## src/hdl/nrbh_pkg.sv

```systemverilog
// package: widths, constants, register indexes, states and types for the ray/box picker
`default_nettype none
package nrbh_pkg;

  localparam int unsigned CoordW   = 32;
  localparam int unsigned DirW     = 18;
  localparam int unsigned DistW    = 34;
  localparam int unsigned IndexW   = 16;
  localparam int unsigned CfgIdxW  = 3;
  localparam int unsigned DiffW    = CoordW + 1;
  localparam int unsigned FracW    = 16;
  localparam int unsigned DvdW     = DiffW + FracW;
  localparam int unsigned QuotW    = DvdW + 1;
  localparam int unsigned MaxBoxesDefault = 65536;

  // interval limits, +/-100000.0 in Q34.16 (50-bit signed, 16 fraction bits)
  localparam logic signed [QuotW-1:0] TLimit = QuotW'(64'sd6553600000);

  // configuration register indexes
  localparam logic [CfgIdxW-1:0] RegOriginX = 3'd0;
  localparam logic [CfgIdxW-1:0] RegOriginY = 3'd1;
  localparam logic [CfgIdxW-1:0] RegOriginZ = 3'd2;
  localparam logic [CfgIdxW-1:0] RegDirX    = 3'd3;
  localparam logic [CfgIdxW-1:0] RegDirY    = 3'd4;
  localparam logic [CfgIdxW-1:0] RegDirZ    = 3'd5;

  typedef enum logic [2:0] {
    ST_IDLE,
    ST_AXIS,
    ST_DIV_LO,
    ST_DIV_HI,
    ST_MERGE,
    ST_FINISH
  } state_e;

  // request into the serial divider
  typedef struct packed {
    logic                    start;
    logic signed [DiffW-1:0] num;
    logic signed [DirW-1:0]  den;
  } div_req_t;

endpackage
`default_nettype wire

```

## src/hdl/nrbh_div.sv

```systemverilog
// bit-serial restoring divider: (num * 65536) / den, truncated toward zero
`default_nettype none
module nrbh_div
  import nrbh_pkg::*;
(
  input  wire logic                    clk_i,
  input  wire logic                    rst_ni,
  input  wire div_req_t                req_i,
  output logic                         done_o,
  output logic signed [QuotW-1:0]      quot_o
);

  localparam int unsigned CntW = $clog2(DvdW);

  logic              busy_q, busy_d;
  logic [CntW-1:0]   cnt_q, cnt_d;
  logic [DvdW-1:0]   dvd_q, dvd_d;
  logic [DirW-1:0]   rem_q, rem_d;
  logic [DirW-1:0]   den_q, den_d;
  logic              neg_q, neg_d;
  logic              done_q, done_d;
  logic signed [QuotW-1:0] quot_q, quot_d;

  logic [DiffW-1:0]  num_mag;
  logic [DirW-1:0]   den_mag;
  logic [DirW:0]     rem_sh;
  logic              ge;
  logic [DirW:0]     rem_sub;

  // magnitudes of the operands
  assign num_mag = req_i.num[DiffW-1] ? DiffW'(-req_i.num) : DiffW'(req_i.num);
  assign den_mag = req_i.den[DirW-1]  ? DirW'(-req_i.den)  : DirW'(req_i.den);

  // one quotient bit per cycle
  assign rem_sh  = {rem_q, dvd_q[DvdW-1]};
  assign ge      = rem_sh >= {1'b0, den_q};
  assign rem_sub = rem_sh - {1'b0, den_q};

  always_comb begin
    busy_d = busy_q;
    cnt_d  = cnt_q;
    dvd_d  = dvd_q;
    rem_d  = rem_q;
    den_d  = den_q;
    neg_d  = neg_q;
    done_d = 1'b0;
    quot_d = quot_q;
    if (req_i.start) begin
      busy_d = 1'b1;
      cnt_d  = '0;
      dvd_d  = {num_mag, {FracW{1'b0}}};
      rem_d  = '0;
      den_d  = den_mag;
      neg_d  = req_i.num[DiffW-1] ^ req_i.den[DirW-1];
    end else if (busy_q) begin
      rem_d = ge ? rem_sub[DirW-1:0] : rem_sh[DirW-1:0];
      dvd_d = {dvd_q[DvdW-2:0], ge};
      cnt_d = cnt_q + 1'b1;
      if (cnt_q == CntW'(DvdW - 1)) begin
        busy_d = 1'b0;
        done_d = 1'b1;
        quot_d = neg_q ? -$signed({1'b0, dvd_d}) : $signed({1'b0, dvd_d});
      end
    end
  end

  // control state
  always_ff @(posedge clk_i or negedge rst_ni) begin
    if (!rst_ni) begin
      busy_q <= 1'b0;
      done_q <= 1'b0;
    end else begin
      busy_q <= busy_d;
      done_q <= done_d;
    end
  end

  // datapath
  always_ff @(posedge clk_i) begin
    cnt_q  <= cnt_d;
    dvd_q  <= dvd_d;
    rem_q  <= rem_d;
    den_q  <= den_d;
    neg_q  <= neg_d;
    quot_q <= quot_d;
  end

  assign done_o = done_q;
  assign quot_o = quot_q;

endmodule
`default_nettype wire

```

## src/hdl/nearest_ray_box_hit.sv

```systemverilog
// top level: slab test of boxes against a pick ray, tracking the nearest hit
// each axis with a nonzero direction costs two divisions on the shared divider
// the next box is taken once the result is in the output register, which holds it
//   until the transfer
// reset: origin 0, direction (0,0,1.0), pick state cleared, no result pending
`default_nettype none
module nearest_ray_box_hit
  import nrbh_pkg::*;
#(
  parameter int unsigned MAX_BOXES = MaxBoxesDefault
) (
  input  wire logic                     clk_i,
  input  wire logic                     rst_ni,
  input  wire logic                     cfg_we_i,
  input  wire logic [CfgIdxW-1:0]       cfg_idx_i,
  input  wire logic [CoordW-1:0]        cfg_data_i,
  input  wire logic                     box_valid_i,
  output logic                          box_ready_o,
  input  wire logic signed [CoordW-1:0] box_min_x_i,
  input  wire logic signed [CoordW-1:0] box_min_y_i,
  input  wire logic signed [CoordW-1:0] box_min_z_i,
  input  wire logic signed [CoordW-1:0] box_max_x_i,
  input  wire logic signed [CoordW-1:0] box_max_y_i,
  input  wire logic signed [CoordW-1:0] box_max_z_i,
  input  wire logic                     last_box_i,
  output logic                          res_valid_o,
  input  wire logic                     res_ready_i,
  output logic                          box_hit_o,
  output logic signed [DistW-1:0]       entry_distance_o,
  output logic                          nearest_found_o,
  output logic [IndexW-1:0]             nearest_index_o,
  output logic signed [DistW-1:0]       nearest_distance_o,
  output logic                          final_result_o
);

  localparam int unsigned CntW = (MAX_BOXES > 1) ? $clog2(MAX_BOXES) : 1;

  state_e state_q, state_d;

  logic signed [CoordW-1:0] origin_q [3];
  logic signed [DirW-1:0]   dir_q    [3];
  logic signed [CoordW-1:0] lo_q     [3];
  logic signed [CoordW-1:0] hi_q     [3];
  logic                     last_q;
  logic [1:0]               axis_q;
  logic                     hit_q;
  logic signed [QuotW-1:0]  tnear_q, tfar_q, tlo_q, thi_q;

  logic [CntW-1:0]          count_q;
  logic                     best_valid_q;
  logic [CntW-1:0]          best_index_q;
  logic signed [DistW-1:0]  best_dist_q;

  logic                     res_valid_q;
  logic                     res_hit_q, res_found_q, res_final_q;
  logic signed [DistW-1:0]  res_entry_q, res_best_q;
  logic [IndexW-1:0]        res_index_q;

  div_req_t                 div_req;
  logic                     div_done;
  logic signed [QuotW-1:0]  div_quot;

  logic                     box_xfer, res_load;
  logic signed [CoordW-1:0] org_s, lo_s, hi_s;
  logic signed [DirW-1:0]   dir_s;
  logic                     dir_zero, in_slab;
  logic signed [QuotW-1:0]  tmax, nnear, nfar;
  logic                     merge_miss, take_best;
  logic signed [DistW-1:0]  tnear34;

  nrbh_div u_div (
    .clk_i  (clk_i),
    .rst_ni (rst_ni),
    .req_i  (div_req),
    .done_o (div_done),
    .quot_o (div_quot)
  );

  // per-axis operand select
  assign org_s    = origin_q[axis_q];
  assign dir_s    = dir_q[axis_q];
  assign lo_s     = lo_q[axis_q];
  assign hi_s     = hi_q[axis_q];
  assign dir_zero = (dir_s == '0);
  assign in_slab  = (org_s > lo_s) && (org_s < hi_s);

  // order the pair and narrow the interval
  assign tmax       = (tlo_q > div_quot) ? tlo_q : div_quot;
  assign nnear      = (thi_q > tnear_q) ? thi_q : tnear_q;
  assign nfar       = (tmax < tfar_q) ? tmax : tfar_q;
  assign merge_miss = (nnear > nfar) || (nfar < 0);

  assign tnear34   = tnear_q[DistW-1:0];
  assign take_best = hit_q && (!best_valid_q || (tnear34 < best_dist_q));

  assign box_xfer = box_valid_i && box_ready_o;
  assign res_load = (state_q == ST_FINISH) && (!res_valid_q || res_ready_i);

  // next state
  always_comb begin
    state_d = state_q;
    unique case (state_q)
      ST_IDLE:   if (box_valid_i) state_d = ST_AXIS;
      ST_AXIS: begin
        if (!dir_zero) state_d = ST_DIV_LO;
        else if (!in_slab || axis_q == 2'd2) state_d = ST_FINISH;
      end
      ST_DIV_LO: if (div_done) state_d = ST_DIV_HI;
      ST_DIV_HI: if (div_done) state_d = ST_MERGE;
      ST_MERGE: begin
        if (merge_miss || axis_q == 2'd2) state_d = ST_FINISH;
        else state_d = ST_AXIS;
      end
      ST_FINISH: if (res_load) state_d = ST_IDLE;
      default:   state_d = ST_IDLE;
    endcase
  end

  // outputs of the sequencer
  always_comb begin
    box_ready_o   = (state_q == ST_IDLE);
    div_req.start = 1'b0;
    div_req.num   = DiffW'(lo_s) - DiffW'(org_s);
    div_req.den   = dir_s;
    unique case (state_q)
      ST_AXIS:   div_req.start = !dir_zero;
      ST_DIV_LO: begin
        div_req.start = div_done;
        div_req.num   = DiffW'(hi_s) - DiffW'(org_s);
      end
      default: ;
    endcase
  end

  // state register
  always_ff @(posedge clk_i or negedge rst_ni) begin
    if (!rst_ni) state_q <= ST_IDLE;
    else         state_q <= state_d;
  end

  // configuration registers
  always_ff @(posedge clk_i or negedge rst_ni) begin
    if (!rst_ni) begin
      origin_q[0] <= '0;
      origin_q[1] <= '0;
      origin_q[2] <= '0;
      dir_q[0]    <= '0;
      dir_q[1]    <= '0;
      dir_q[2]    <= DirW'(65536);
    end else if (cfg_we_i) begin
      unique case (cfg_idx_i)
        RegOriginX: origin_q[0] <= cfg_data_i;
        RegOriginY: origin_q[1] <= cfg_data_i;
        RegOriginZ: origin_q[2] <= cfg_data_i;
        RegDirX:    dir_q[0]    <= cfg_data_i[DirW-1:0];
        RegDirY:    dir_q[1]    <= cfg_data_i[DirW-1:0];
        RegDirZ:    dir_q[2]    <= cfg_data_i[DirW-1:0];
        default: ;
      endcase
    end
  end

  // box capture and slab datapath
  always_ff @(posedge clk_i) begin
    if (box_xfer) begin
      lo_q[0] <= box_min_x_i;
      lo_q[1] <= box_min_y_i;
      lo_q[2] <= box_min_z_i;
      hi_q[0] <= box_max_x_i;
      hi_q[1] <= box_max_y_i;
      hi_q[2] <= box_max_z_i;
      last_q  <= last_box_i;
      axis_q  <= '0;
      hit_q   <= 1'b1;
      tnear_q <= -TLimit;
      tfar_q  <= TLimit;
    end
    if (state_q == ST_AXIS && dir_zero) begin
      if (!in_slab) hit_q <= 1'b0;
      else if (axis_q != 2'd2) axis_q <= axis_q + 2'd1;
    end
    if (state_q == ST_DIV_LO && div_done) tlo_q <= div_quot;
    if (state_q == ST_DIV_HI && div_done) begin
      thi_q <= (tlo_q > div_quot) ? div_quot : tlo_q;
      tlo_q <= (tlo_q > div_quot) ? tlo_q : div_quot;
    end
    if (state_q == ST_MERGE) begin
      tnear_q <= nnear;
      tfar_q  <= nfar;
      if (merge_miss) hit_q <= 1'b0;
      else if (axis_q != 2'd2) axis_q <= axis_q + 2'd1;
    end
  end

  // pick tracking
  always_ff @(posedge clk_i or negedge rst_ni) begin
    if (!rst_ni) begin
      count_q      <= '0;
      best_valid_q <= 1'b0;
      best_index_q <= '0;
      best_dist_q  <= '0;
    end else if (res_load) begin
      if (last_q) begin
        count_q      <= '0;
        best_valid_q <= 1'b0;
        best_index_q <= '0;
        best_dist_q  <= '0;
      end else begin
        count_q <= (count_q == CntW'(MAX_BOXES - 1)) ? '0 : count_q + 1'b1;
        if (take_best) begin
          best_valid_q <= 1'b1;
          best_index_q <= count_q;
          best_dist_q  <= tnear34;
        end
      end
    end
  end

  // result register
  always_ff @(posedge clk_i or negedge rst_ni) begin
    if (!rst_ni) res_valid_q <= 1'b0;
    else if (res_load) res_valid_q <= 1'b1;
    else if (res_ready_i) res_valid_q <= 1'b0;
  end

  always_ff @(posedge clk_i) begin
    if (res_load) begin
      res_hit_q   <= hit_q;
      res_entry_q <= hit_q ? tnear34 : '0;
      res_found_q <= take_best || best_valid_q;
      res_index_q <= take_best ? IndexW'(count_q) : IndexW'(best_index_q);
      res_best_q  <= take_best ? tnear34 : best_dist_q;
      res_final_q <= last_q;
    end
  end

  assign res_valid_o        = res_valid_q;
  assign box_hit_o          = res_hit_q;
  assign entry_distance_o   = res_entry_q;
  assign nearest_found_o    = res_found_q;
  assign nearest_index_o    = res_index_q;
  assign nearest_distance_o = res_best_q;
  assign final_result_o     = res_final_q;

endmodule
`default_nettype wire
```

## config.mk

```make
export PLATFORM = sky130hd
export DESIGN_NAME = nearest_ray_box_hit
export DESIGN_NICKNAME = d
export VERILOG_FILES = /design/src/hdl/nrbh_pkg.sv /design/src/hdl/nrbh_div.sv /design/src/hdl/nearest_ray_box_hit.sv
export SDC_FILE = /design/constraint.sdc
export NUM_CORES = 2
export LEC_CHECK = 0
export ABC_AREA = 1
export BUFFER_PORTS_ARGS = -buffer_cell sky130_fd_sc_hd__buf_2
export CAP_MARGIN = 5
export CORE_UTILIZATION = 55
export CTS_CLUSTER_DIAMETER = 200
export DETAILED_ROUTE_END_ITERATION = 10
export PLACE_DENSITY = 0.74
export SLEW_MARGIN = 20
export SYNTH_ARGS = -nofsm -noshare
export SYNTH_HDL_FRONTEND = slang
export SYNTH_HIERARCHICAL = 1
export SYNTH_SLANG_ARGS = --single-unit
```

## constraint.sdc

```tcl
create_clock -name clk_i -period 13.17 [get_ports clk_i]
set_input_delay 1.9755 -clock clk_i [delete_from_list [all_inputs] [get_ports clk_i]]
set_output_delay 1.9755 -clock clk_i [all_outputs]
set_load 0.01 [all_outputs]
```

### After elaboration in Yosys (flattened, before gate mapping)

Memories as Yosys holds them, arrays and structs flattened. A register that Yosys moved wholly into a read port is not among the register bits.
Cells that the tools add are included.

* add/sub/neg operators: 9
* multipliers: 0
* divide/modulo/power cells: 0
* order comparisons: 10
* equal/unequal tests: 19
* shift operators: 0
* multiplexer cells: 62
* bitwise gates (word level): 3
* reduce and logical (&&, ||, !) cells: 34

Operators by type and width (count)
* 50-bit 2-to-1 mux: 10
* 50-bit greater-than comparator: 3
* 49-bit 2-to-1 mux: 3
* 34-bit 2-to-1 mux: 2
* 33-bit 2-to-1 mux: 2
* 32-bit by 32-bit subtractor with 33-bit output: 2
* 32-bit binary-select mux with 2-bit select: 1
* 16-bit 2-to-1 mux: 4
* 32-bit 2-to-1 mux: 2
* 18-bit 2-to-1 mux: 3
* 50-bit by 1-bit < comparator with 1-bit output, second input constant: 1
* 50-bit < comparator: 1
* 49-bit negator with 50-bit output: 1
* 18-bit binary-select mux with 2-bit select: 1
* 34-bit < comparator: 1
* 33-bit negator: 1
* 32-bit greater-than comparator: 1
* 32-bit < comparator: 1
* 3-bit 2-to-1 mux: 7
* 19-bit by 18-bit greater-or-equal comparator with 1-bit output: 1
* 18-bit zero test: 1
* 18-bit negator: 1
* 3-bit one-hot mux with 6 select lines: 1
* 18-bit subtractor: 1
* other kinds (28): 85

* register bits after elaboration: 656
* bits in latches: 0
* memory bits (writable): 192
* memory bits (read-only): 0
* input bits: 233
* output and inout bits: 89
* logic and storage cells: 175
* memories kept: 2

Memory list
* hi_q: words 3, bits a word 32, read ports 1, clocked after Yosys merged registers in 1, write ports 3, line nearest_ray_box_hit.sv:43 `logic signed [CoordW-1:0] hi_q [3];`
* lo_q: words 3, bits a word 32, read ports 1, clocked after Yosys merged registers in 1, write ports 3, line nearest_ray_box_hit.sv:42 `logic signed [CoordW-1:0] lo_q [3];`

### Depth between registers and ports, before layout

* word-level depth: 11
* depth in mapped cells: 53
* depth with buffers taken out: 50

### By module

The synthesis kept the hierarchy.

Modules (own cells, without submodules)
* nearest_ray_box_hit: instances 1, cells each 4319, area an instance 38544.5 um^2, seq. area each 20005.4 um^2
* nrbh_div: instances 1, cells each 1152, area an instance 9058.7 um^2, seq. area each 3913.8 um^2

### Least setup slack after synthesis

OpenSTA, ideal clock, no wires.

* path type: in2reg
* start point: input port box_valid_i
* end point: register tfar_q[0] (enable)
* library setup time: 453 ps
* data arrival time: 7949 ps
* data required time: 12717 ps
* setup slack: 4768 ps
* stages: 4
* path buffers: 0
* cells stage by stage: nand2_1 > inv_1 > nor2_1 > inv_1

* cells in the longest elaborated chain, start to end: 2

Ends and longest elaborated chain
* from (decl): line nearest_ray_box_hit.sv:17 `input wire logic box_valid_i,`
* 1-bit logical AND: line nearest_ray_box_hit.sv:96 `assign box_xfer = box_valid_i && box_ready_o;`
* net box_xfer: line nearest_ray_box_hit.sv:63 `logic box_xfer, res_load;`
* 2-bit nonzero test (no line)
* to (signal assigned): line nearest_ray_box_hit.sv:176 `tfar_q <= TLimit;`
* to (signal assigned): line nearest_ray_box_hit.sv:189 `tfar_q <= nfar;`
* to (decl): line nearest_ray_box_hit.sv:47 `logic signed [QuotW-1:0] tnear_q, tfar_q, tlo_q, thi_q;`

The timed path passes the listed nets, and every way through them passes these cells.
A chain may end at the register's enable or synchronous reset.

### Worst setup path in the final report

* start point: register tlo_q[49]
* end point: register state_q[2]

* cells in the longest elaborated chain, start to end: 9
* elaborated cells on any way between the ends: 10
* those cells by class: order compare: 4; mux: 4; reduce/logical: 2

Ends and longest elaborated chain
* from (decl): line nearest_ray_box_hit.sv:47
* from (signal assigned): line nearest_ray_box_hit.sv:182 `if (state_q == ST_DIV_LO && div_done) tlo_q <= div_quot;`
* from (signal assigned): line nearest_ray_box_hit.sv:185 `tlo_q <= (tlo_q > div_quot) ? tlo_q : div_quot;`
* 50-bit greater-than comparator: line nearest_ray_box_hit.sv:88 `assign tmax = (tlo_q > div_quot) ? tlo_q : div_quot;`
* 50-bit 2-to-1 mux *
* 50-bit < comparator: line nearest_ray_box_hit.sv:90 `assign nfar = (tmax < tfar_q) ? tmax : tfar_q;`
* 50-bit 2-to-1 mux *: line nearest_ray_box_hit.sv:90
* 50-bit greater-than comparator / 50-bit by 1-bit < comparator with 1-bit output (equally long branches): line nearest_ray_box_hit.sv:91 `assign merge_miss = (nnear > nfar) || (nfar < 0);`
* 1-bit logical OR *: line nearest_ray_box_hit.sv:91
* 1-bit logical OR *: line nearest_ray_box_hit.sv:111 `if (merge_miss || axis_q == 2'd2) state_d = ST_FINISH;`
* 3-bit 2-to-1 mux *: line nearest_ray_box_hit.sv:111
* 3-bit one-hot mux with 6 select lines *: line nearest_ray_box_hit.sv:102 `unique case (state_q)`
* to (signal assigned): line nearest_ray_box_hit.sv:138 `else state_q <= state_d;`
* to (decl): line nearest_ray_box_hit.sv:38 `state_e state_q, state_d;`

Every way passes the cells marked *; elsewhere a longest branch is shown, timed or not.

==> flow_metrics.env <==
export IMPL_hpwl_mm=91.38
export IMPL_crit_slowest_cell="buf_4"
export IMPL_critPathMostFrequentCell="nand2_1"
export IMPL_crit_fanout=108
export IMPL_grt_use_total_pct=28.14
export IMPL_finalWirelength_mm=123.6
export IMPL_seq_power_share_pct=31.4
export IMPL_hold_viol_final=0
export IMPL_avgSynthCellArea_sq_um=8.701
export IMPL_final_common_cell="nand2_1"
export IMPL_cap_violations=0
export IMPL_grt_max_degree=133
export IMPL_synth_edf_count=582
export IMPL_fin_tns_setup_ps=0
export IMPL_p_int_mw=6.912
export IMPL_min_period_ps=9460
export IMPL_slowest_delay_ps=790
export IMPL_period_share_pct=71.83
export IMPL_hp_start="u_div/rem_q[1]"
export IMPL_via_count=38580
export IMPL_design_area_sq_um=53400
export IMPL_grt_pass1_wl_mm=194.5
export IMPL_cts_sinks=848
export IMPL_io_buffers=321
export IMPL_synth_warnings=6
export IMPL_netlist_instances=5471
export IMPL_cts_max_path_buffers=3
export IMPL_reg2reg_from="tlo_q[49]"
export IMPL_worstSetupStartpoint="tlo_q[49]"
export IMPL_fmax_mhz=105.7
export IMPL_status="completed"
export IMPL_grt_ovfl_total=0
export IMPL_syn_nets=6027
export IMPL_drc_errors=0
export IMPL_crit_arrival_ps=10010
export IMPL_nets=6288
export IMPL_ant_nets=0
export IMPL_clockRootBuffer="clkbuf_16"
export IMPL_clk_latency_ps=670
export IMPL_design_die_area_sq_um=87730
export IMPL_wl_per_cell_um=17.77
export IMPL_area_growth_pct=12.18
export IMPL_cts_tree="done"
export IMPL_first_pass_iters=6
export IMPL_maxSlewViolCount=0
export IMPL_p_per_area_nw_per_um2=227.8
export IMPL_worst_slew_pin_slew_ps=1092
export IMPL_die_h_um=296.2
export IMPL_setup_viol=0
export IMPL_ys_async_sr_fraction_pct=26.30
export IMPL_ys_seq_elements=848
export IMPL_die_x_um=296.2
export IMPL_grt_pass1_vias=36370
export IMPL_initial_utilization_pct=55.73
export IMPL_instances_no_fill=6958
export IMPL_hold_path_class="flip-flop to flip-flop"
export IMPL_postCtsHoldBufs=0
export IMPL_ys_seq_area_share_pct=50.25
export IMPL_power_mw=12.16
export IMPL_synth_ff_type="edfxtp_1"
export IMPL_place_congestion=1.016
export IMPL_endpoint_kind="flip-flop"
export IMPL_h_tree_depth=3
export IMPL_rsz0062_at_grt="no"
export IMPL_final_cell_mix="nand2_1 (1417), inv_1 (680), o21ai_0 (594), edfxtp_1 (582), nor2_1 (329)"
export IMPL_pwr_share_clk_pct=21.6
export IMPL_critPathKind="flip-flop to flip-flop"
export IMPL_clk_pin_slew_ps=60
export IMPL_antenna_found_initial=7
export IMPL_n_fill_cell=7286
export IMPL_rows=107
export IMPL_slew_headroom_pct=27.20
export IMPL_combPwrFrac_pct=47.0
export IMPL_synth_distinct_cells=70
export IMPL_place_area_sq_um=50280
export IMPL_cts_buffers=91
export IMPL_cts_resized=0
export IMPL_skew_ps=25.22
export IMPL_cp_required_ps=13720
export IMPL_fin_util_pct=62.52
export IMPL_switchingPower_mw=5.252
export IMPL_dp_cells=6783
export IMPL_vias_per_cell=5.545
export IMPL_syn_area_sq_um=47600
export IMPL_pin_count=322
export IMPL_cp_start_kind="flip-flop"
export IMPL_core_area_sq_um=85410
export IMPL_power_leakage_nw=24.00
export IMPL_drtIter0Drc=2881
export IMPL_drive_gt1_share_pct=10.64
export IMPL_peakVddDrop_uv=146.5
export IMPL_post_cts_buffers=0
export IMPL_swShare_pct=43.17
-- Yosys cell counts (25+ instances only) --
cell type	instances	share of area, %
o211ai_1	36	0.57
o21ai_1	49	0.52
dfxtp_1	43	1.8
dfrtp_1	222	12
nor2_1	339	2.7
o21ai_0	595	6.3
inv_1	684	5.4
o22ai_1	31	0.41
edfxtp_1	582	37
a21oi_1	281	3.0
nand3_1	195	2.1
nand2_1	1422	11
nor4_1	26	0.34
ha_1	320	8.4
o21ai_2	26	0.48
clkbuf_1	142	1.1
buf_1	25	0.20
nand4_1	58	0.76
xor2_1	57	1.0
nor3_1	65	0.68
-- worst paths after layout --
kind                                   to  slack (ps)  cells past startpoint
max                            state_q[2]        3710                     43
min                        u_div/rem_q[1]         470                      2
max reg2reg                    state_q[2]        3710                     43
min reg2reg                u_div/rem_q[1]         470                      2
max in group asynchronous  best_dist_q[8]       10410                      2
min in group asynchronous        dir_q[2]        1310                      1
-- registers in the layout (all words and copies together), names as in the netlist, 54 cells and up --
name,cells
dir_q,54
hi_q,96
lo_q,96
origin_q,96
-- cell families after synthesis --
| logic type | after synthesis | share of synthesized area, % |
|---|---|---|
| xor+xnor | 74 | 1.362 |
| simple gates | 2176 | 18.97 |
| mux | 2 | 0.04206 |
| buf+inv | 881 | 7.105 |
| flops | 848 | 50.25 |
| fa+ha+maj | 323 | 8.537 |
| compound gates | 1167 | 13.74 |
-- metrics by stage --
step | setup WS [ps] | hold WS [ps]
2_1_floorplan | 4768 | 406.4
3_3_place_gp | 4193 | 462.4
3_5_place_dp | 3835 | 464.9
4_1_cts | 3823 | 475.4
5_1_grt | 2982 | 498.8
6_report | 3710 | 472.0
-- power by group through the flow --
stage	clock, mW	combinational (mW)	sequential, mW
6_report	2.63	5.71	3.82
5_1_grt	2.75	6.42	3.87
4_1_cts	2.67	5.65	3.81
3_5_place_dp	0	5.62	3.86
3_3_place_gp	0	5.53	3.85
2_1_floorplan	0	4.14	3.82
-- final cells by class --
class                           count  area, sq um  area share, %
Sequential cell                   848        23920          44.79
Multi-Input combinational cell   3742        20420          38.23
Clock buffer                      133         2689          5.035
Antenna cell                        7        17.52        0.03280
Clock inverter                     35        397.9         0.7451
Tap cell                         1144         1431          2.680
Timing Repair Buffer              356         1917          3.590
Inverter                          693         2611          4.890
-- per-layer routing --
layer | vias to the layer above | track usage (%) | part of all wire [%]
met4 | 0 | 9.970 | 3.5
met3 | 223 | 3.448 | 5.5
li1 | 19050 | - | -
met2 | 1272 | 48.01 | 48
met1 | 18040 | 36.85 | 43
met5 | - | 0 | 0
-- worst max-delay path: cells and delay by family (launching register included) --
family	cells	cell delay, ps
and+or+nand+nor	23	3280
DFF	1	420
AOI/OAI and AO/OA	12	2900
buffers and inverters	5	1690
adders and majority gates	3	1020
No activity file was read; power rests on OpenSTA's default activity.
